`src/rtl/core/sliding_window_median_macros.svh`:
```
// Assertion helpers shared by the median filter RTL.
// Each helper expects the clock aclk and the active-low reset aresetn in scope.
`ifndef SLIDING_WINDOW_MEDIAN_MACROS_SVH
`define SLIDING_WINDOW_MEDIAN_MACROS_SVH

// Same-cycle check.
`define SWM_ASSERT(name, prop, msg) \
    name: assert property (@(posedge aclk) disable iff (!aresetn) (prop)) \
        else $error(msg);

// Check whose consequent is sampled in the next cycle.
`define SWM_ASSERT_NEXT(name, ante, cons, msg) \
    name: assert property (@(posedge aclk) disable iff (!aresetn) (ante) |=> (cons)) \
        else $error(msg);

`endif

```
`src/rtl/core/swm_pkg.sv`:
```
package swm_pkg;

    localparam int MAX_WINDOW_DEF  = 64;
    localparam int SAMPLE_BITS_DEF = 16;
    localparam int CFG_BITS        = 7;
    localparam int WINDOW_RESET    = 64;
    localparam int GROUP_SIZE      = 8;

    // Flags a cell shows for its stored sample.
    typedef struct packed {
        logic valid;
        logic above_old;
        logic above_new;
    } cell_state_t;

    // Flags of a cell's content once the oldest sample has been taken out.
    typedef struct packed {
        logic valid;
        logic above_new;
    } cell_shift_t;

endpackage

```
`src/rtl/core/swm_cell.sv`:
```
module swm_cell
    import swm_pkg::*;
#(
    parameter int SAMPLE_BITS = SAMPLE_BITS_DEF
) (
    input  logic                          aclk,
    input  logic                          aresetn,
    input  logic                          clear,
    input  logic                          update,
    input  logic                          full,
    input  logic signed [SAMPLE_BITS-1:0] new_sample,
    input  logic signed [SAMPLE_BITS-1:0] old_sample,
    input  logic signed [SAMPLE_BITS-1:0] up_value,
    input  cell_state_t                   up_state,
    input  logic signed [SAMPLE_BITS-1:0] down_dvalue,
    input  cell_shift_t                   down_dstate,
    output logic signed [SAMPLE_BITS-1:0] value,
    output cell_state_t                   state,
    output logic signed [SAMPLE_BITS-1:0] dvalue,
    output cell_shift_t                   dstate
);

    logic                          valid_reg;
    logic                          valid_next;
    logic signed [SAMPLE_BITS-1:0] value_reg;
    logic signed [SAMPLE_BITS-1:0] value_next;
    logic                          take_up;

    assign value           = value_reg;
    assign state.valid     = valid_reg;
    assign state.above_old = !valid_reg || (value_reg > old_sample);
    assign state.above_new = !valid_reg || (value_reg > new_sample);

    // The removed sample is the highest cell not above the oldest value, so every
    // cell whose upper neighbor lies above it pulls that neighbor down.
    assign take_up          = full && up_state.above_old;
    assign dvalue           = take_up ? up_value : value_reg;
    assign dstate.valid     = take_up ? up_state.valid : valid_reg;
    assign dstate.above_new = take_up ? up_state.above_new : state.above_new;

    always_comb begin
        if (down_dstate.above_new) begin
            value_next = down_dvalue;
            valid_next = down_dstate.valid;
        end else if (dstate.above_new) begin
            value_next = new_sample;
            valid_next = 1'b1;
        end else begin
            value_next = dvalue;
            valid_next = dstate.valid;
        end
    end

    always_ff @(posedge aclk) begin
        if (!aresetn || clear) begin
            valid_reg <= 1'b0;
        end else if (update) begin
            valid_reg <= valid_next;
        end
    end

    always_ff @(posedge aclk) begin
        if (update) begin
            value_reg <= value_next;
        end
    end

endmodule

```
`config.mk`:
```
export PLATFORM = sky130hd
export DESIGN_NAME = swm_cell
export DESIGN_NICKNAME = d
export VERILOG_FILES = /design/src/rtl/core/sliding_window_median_macros.svh /design/src/rtl/core/swm_pkg.sv /design/src/rtl/core/swm_cell.sv
export SDC_FILE = /design/constraint.sdc
export NUM_CORES = 1
export LEC_CHECK = 0
export BUFFER_PORTS_ARGS = -buffer_cell sky130_fd_sc_hd__buf_4
export CAP_MARGIN = 25
export CELL_PAD_IN_SITES_DETAIL_PLACEMENT = 1
export CELL_PAD_IN_SITES_GLOBAL_PLACEMENT = 2
export CORE_UTILIZATION = 22
export DETAILED_ROUTE_END_ITERATION = 6
export MAX_ROUTING_LAYER = met4
export PLACE_DENSITY = 0.83
export SLEW_MARGIN = 20
export SYNTH_ARGS = -nofsm -noshare
export SYNTH_HDL_FRONTEND = slang
export SYNTH_SLANG_ARGS = --single-unit
```
`constraint.sdc`:
```
create_clock -name aclk -period 2.6 [get_ports aclk]
set_input_delay 0.39 -clock aclk [delete_from_list [all_inputs] [get_ports aclk]]
set_output_delay 0.39 -clock aclk [all_outputs]
set_load 0.02 [all_outputs]
```
==> out/metrics.csv <==
stage;metric;value;unit
outcome;status;complete, but fails checks;
outcome;failing checks;negative setup slack;
clocking;Num Clock Sinks;17;
logic_synthesis;syn nets;324;
route;Routed WL;6.98;mm
sta;setup violators final;19;
sta;final hold vios;0;
critical_path;reg-to-reg slack, setup;-0.16;ns
logic_synthesis;asr flop ratio synth;0;
worst_hold_path;HP Start;clear;
floorplan;Initial Util;0.228;
power;clock share of power;0.181;
sta;Worst Max-Slew Pin Slew;0.507;ns
critical_path;crit path DAT;2.43;ns
floorplan;Core Area;8720;µm²
power;Net Sw Frac;0.352;
power;Seq pwr share;0.295;
floorplan;die footprint;9410;µm²
layout;Ant. Diodes;0;
layout;fill count;993;
global_route;vias in the first global route;2215;
logic_synthesis;synthesized instance count;218;
route;drt pass-1 iters;4;
power;total power;0.00117;W
placed_design;hpwl dp;5.70;mm
route;Vias;2105;
layout;Reg area;500;µm²
logic_synthesis;Post-synth EDFFs;16;
clocking;H-tree lvl count;1;
route;DRT antenna net count;0;
critical_path;crit path max-delay cell type;or4_4;
critical_path;startpoint types;flip-flop;
clocking;worst skew pair latency;0.26;ns
critical_path;r2r endpoint;value[5];
critical_path;cells on worst reg2reg path;10;
clocking;Clock Root Buffer;clkbuf_8;
placed_design;Placed Instances;452;
placed_design;Placed Area;3160;µm²
logic_synthesis;syn_area_per_cell;9.11;µm²
global_route;GRT Residual Overflow;0;
placed_design;Placer Congestion;0.759;
clocking;TritonCTS clock tree;built;
power;Pleak;1.73;nW
placed_design;Port Buffers;110;
power;pwr/cell area;348;nW/µm²
floorplan;Die Wd;97.0;µm
clocking;TritonCTS buffer count;3;
sta;Fin Setup TNS;-2.41;ns
global_route;largest net degree at the start of global routing;35;
layout;Post-Layout Cell Count;465;
clocking;clock slew at reported path FFs;0.07;ns
sta;post-route minimum period;2.82;ns
logic_synthesis;post-synthesis sequential area ratio;0.252;
sta;period utilization;1.08;
layout;max FFs per register;16;
sta;Slew Limit Fails;0;
run;Max Cap Viol;0;
sta;RSZ-0062 raised after global routing;yes;
sta;hold_ws;0.280;ns
layout;cell area after layout;3370;µm²
power;internal power;0.000760;W
sta;Setup Skew;0.00144;ns
global_route;grt met1 use;0.175;
route;DRC Markers;0;
critical_path;R2R Path Start;value[11];
global_route;initial antenna violation count;0;
power;Sw Pwr;0.000413;W
logic_synthesis;Synth cell types;33;
route;drt first-iter violations;30;
floorplan;Die H;97.0;µm
sta;upper clock frequency limit;0.355;GHz
layout;area of the multi-input gates;1470;µm²
critical_path;Crit. End Element;primary output;
logic_synthesis;Synthesis Warnings;0;
layout;Area Growth Syn to Fin;69.8;%
global_route;total global-route track usage;0.149;
layout;final net count;464;
logic_synthesis;Netlist Area Pre-Place;1990;µm²
worst_hold_path;Hold EP;valid_reg;
layout;layout cell share with drive strength beyond 1;0.521;
global_route;M3 GR Usage;0.0166;
worst_hold_path;Hold Crit Depth;2;
route;vias per cell;4.53;
critical_path;worst-path maximum fanout;3;
floorplan;io pins;111;
critical_path;kind of critical path;reg -> out;
global_route;first-pass GRT wire length;10.8;mm
global_route;global-route met2 utilization;0.268;
logic_synthesis;Synth Flop Type;edfxtp_1;
power;Worst VDD drop;0.140;mV
floorplan;num rows;34;
clocking;Max Root-Sink Buffers;2;
critical_path;Critical Path RT;2.21;ns
sta;relative slew slack;0.661;
sta;final setup margin;-0.215;ns
worst_hold_path;min-delay worst type;in -> reg;
logic_synthesis;register bit count reported by yosys;17;
global_route;busiest metal layer after global routing;met2;
power;Comb pwr share;0.524;
critical_path;CP max stage delay;0.49;ns
route;post-DR wirelength/cell;15.0;µm
critical_path;ordered list of cells on the worst path;ha_4, a21oi_2, nor3_1, or4_4, nor3_4, mux2i_4, buf_12, buf_8;
## power by group through the flow
stage | Combinational [W] | Clock [W] | Sequential (W)
after global placement | 0.000560 | 0 | 0.000350
final | 0.000615 | 0.000212 | 0.000346
after detailed placement | 0.000571 | 0 | 0.000351
after CTS | 0.000605 | 0.000219 | 0.000346
after global routing | 0.000671 | 0.000226 | 0.000348
after floorplan | 0.000277 | 0 | 0.000378
## cell usage in the layout (no fill, tap or decap), drive strengths merged
cell type / Yosys / layout
a21oi: 10 / 10
mux2: 17 / 17
buf: 2 / 142
edfxtp: 16 / 16
o31ai: 1 / 1
nand2: 23 / 23
nor3: 4 / 4
mux2i: 18 / 18
o2111ai: 1 / 1
nand3: 1 / 1
inv: 33 / 33
clkbuf: 5 / 4
dfxtp: 1 / 1
nor3b: 1 / 1
a21o: 5 / 5
nor2: 5 / 5
ha: 32 / 32
o21ai: 21 / 21
o211ai: 4 / 4
or4: 2 / 2
nand4: 8 / 8
and2: 1 / 1
a211oi: 2 / 2
nor4: 2 / 2
nor2b: 2 / 2
a211o: 1 / 1
## cell type report
| type | instances | area share |
|---|---|---|
| clock buffers | 4 | 0.0134 |
| inverters | 33 | 0.0367 |
| multi-input cells | 161 | 0.435 |
| flip-flops and latches | 17 | 0.148 |
| well taps | 108 | 0.0401 |
| repair buffers | 142 | 0.327 |
## synth_stat cells, drive strengths merged (2+ instances only)
master | count | area, µm²
a21o | 5 | 37.5
o211ai | 4 | 30.0
buf | 2 | 27.5
a21oi | 10 | 61.3
nor3 | 4 | 31.3
nand2 | 23 | 86.3
o21ai | 21 | 105
or4 | 2 | 18.8
mux2 | 17 | 191
edfxtp | 16 | 480
a211oi | 2 | 15.0
nand4 | 8 | 56.3
inv | 33 | 124
nor4 | 2 | 12.5
ha | 32 | 400
nor2 | 5 | 18.8
clkbuf | 5 | 18.8
mux2i | 18 | 193
nor2b | 2 | 12.5
## what timing repair did
item / CTS / global route
setup endpoints to repair: 19 / 19
hold buffers: 0 / 0
pin swaps: 16 / 3
buffers inserted: 6 / 5
gates resized for setup: 12 / 10
## per-layer routing
layer	vias up	wire, µm	part of all wire
li1	1063	-	-
met1	981	2900	0.42
met2	52	3720	0.53
met3	9	236	0.034
met4	0	121	0.017
met5	-	0	0
## cells by family after synthesis
logic type / after synthesis / synth area share
and+or+nand+nor: 49 / 0.129
AOI/OAI and AO/OA: 45 / 0.138
buffers and inverters: 40 / 0.0857
muxes: 35 / 0.193
adders and majority gates: 32 / 0.202
DFF: 17 / 0.252
## through the flow
step / worst slack (ns) / utilization
2_1_floorplan: -0.210 / -
3_3_place_gp: -0.144 / 0.362
3_5_place_dp: -0.190 / 0.362
4_1_cts: -0.272 / 0.380
5_1_grt: -0.290 / 0.387
6_report: -0.215 / 0.387
## how the worst max path moves through the flow
stage,to,cells after the start,slack (ns),start
final,dstate[0],8,-0.22,value[11]
after global placement,dstate[0],10,-0.14,new_sample[13]
after global routing,dstate[0],10,-0.29,value[15]
after detailed placement,value[5],11,-0.19,new_sample[13]
after CTS,dstate[0],8,-0.27,value[11]
after floorplan,value[11],9,-0.21,value[13]
## worst max-delay path, delay by kind of cell (launching register included)
kind                     cells  cell delay, ns
multiplexers                 1            0.32
flip-flops                   1            0.44
adder cells (fa/ha/maj)      1            0.28
buffers and inverters        2            0.24
AO/OA/AOI/OAI                1            0.13
AND/OR/NAND/NOR              3            0.75
Power figures use the tool's default switching activity.
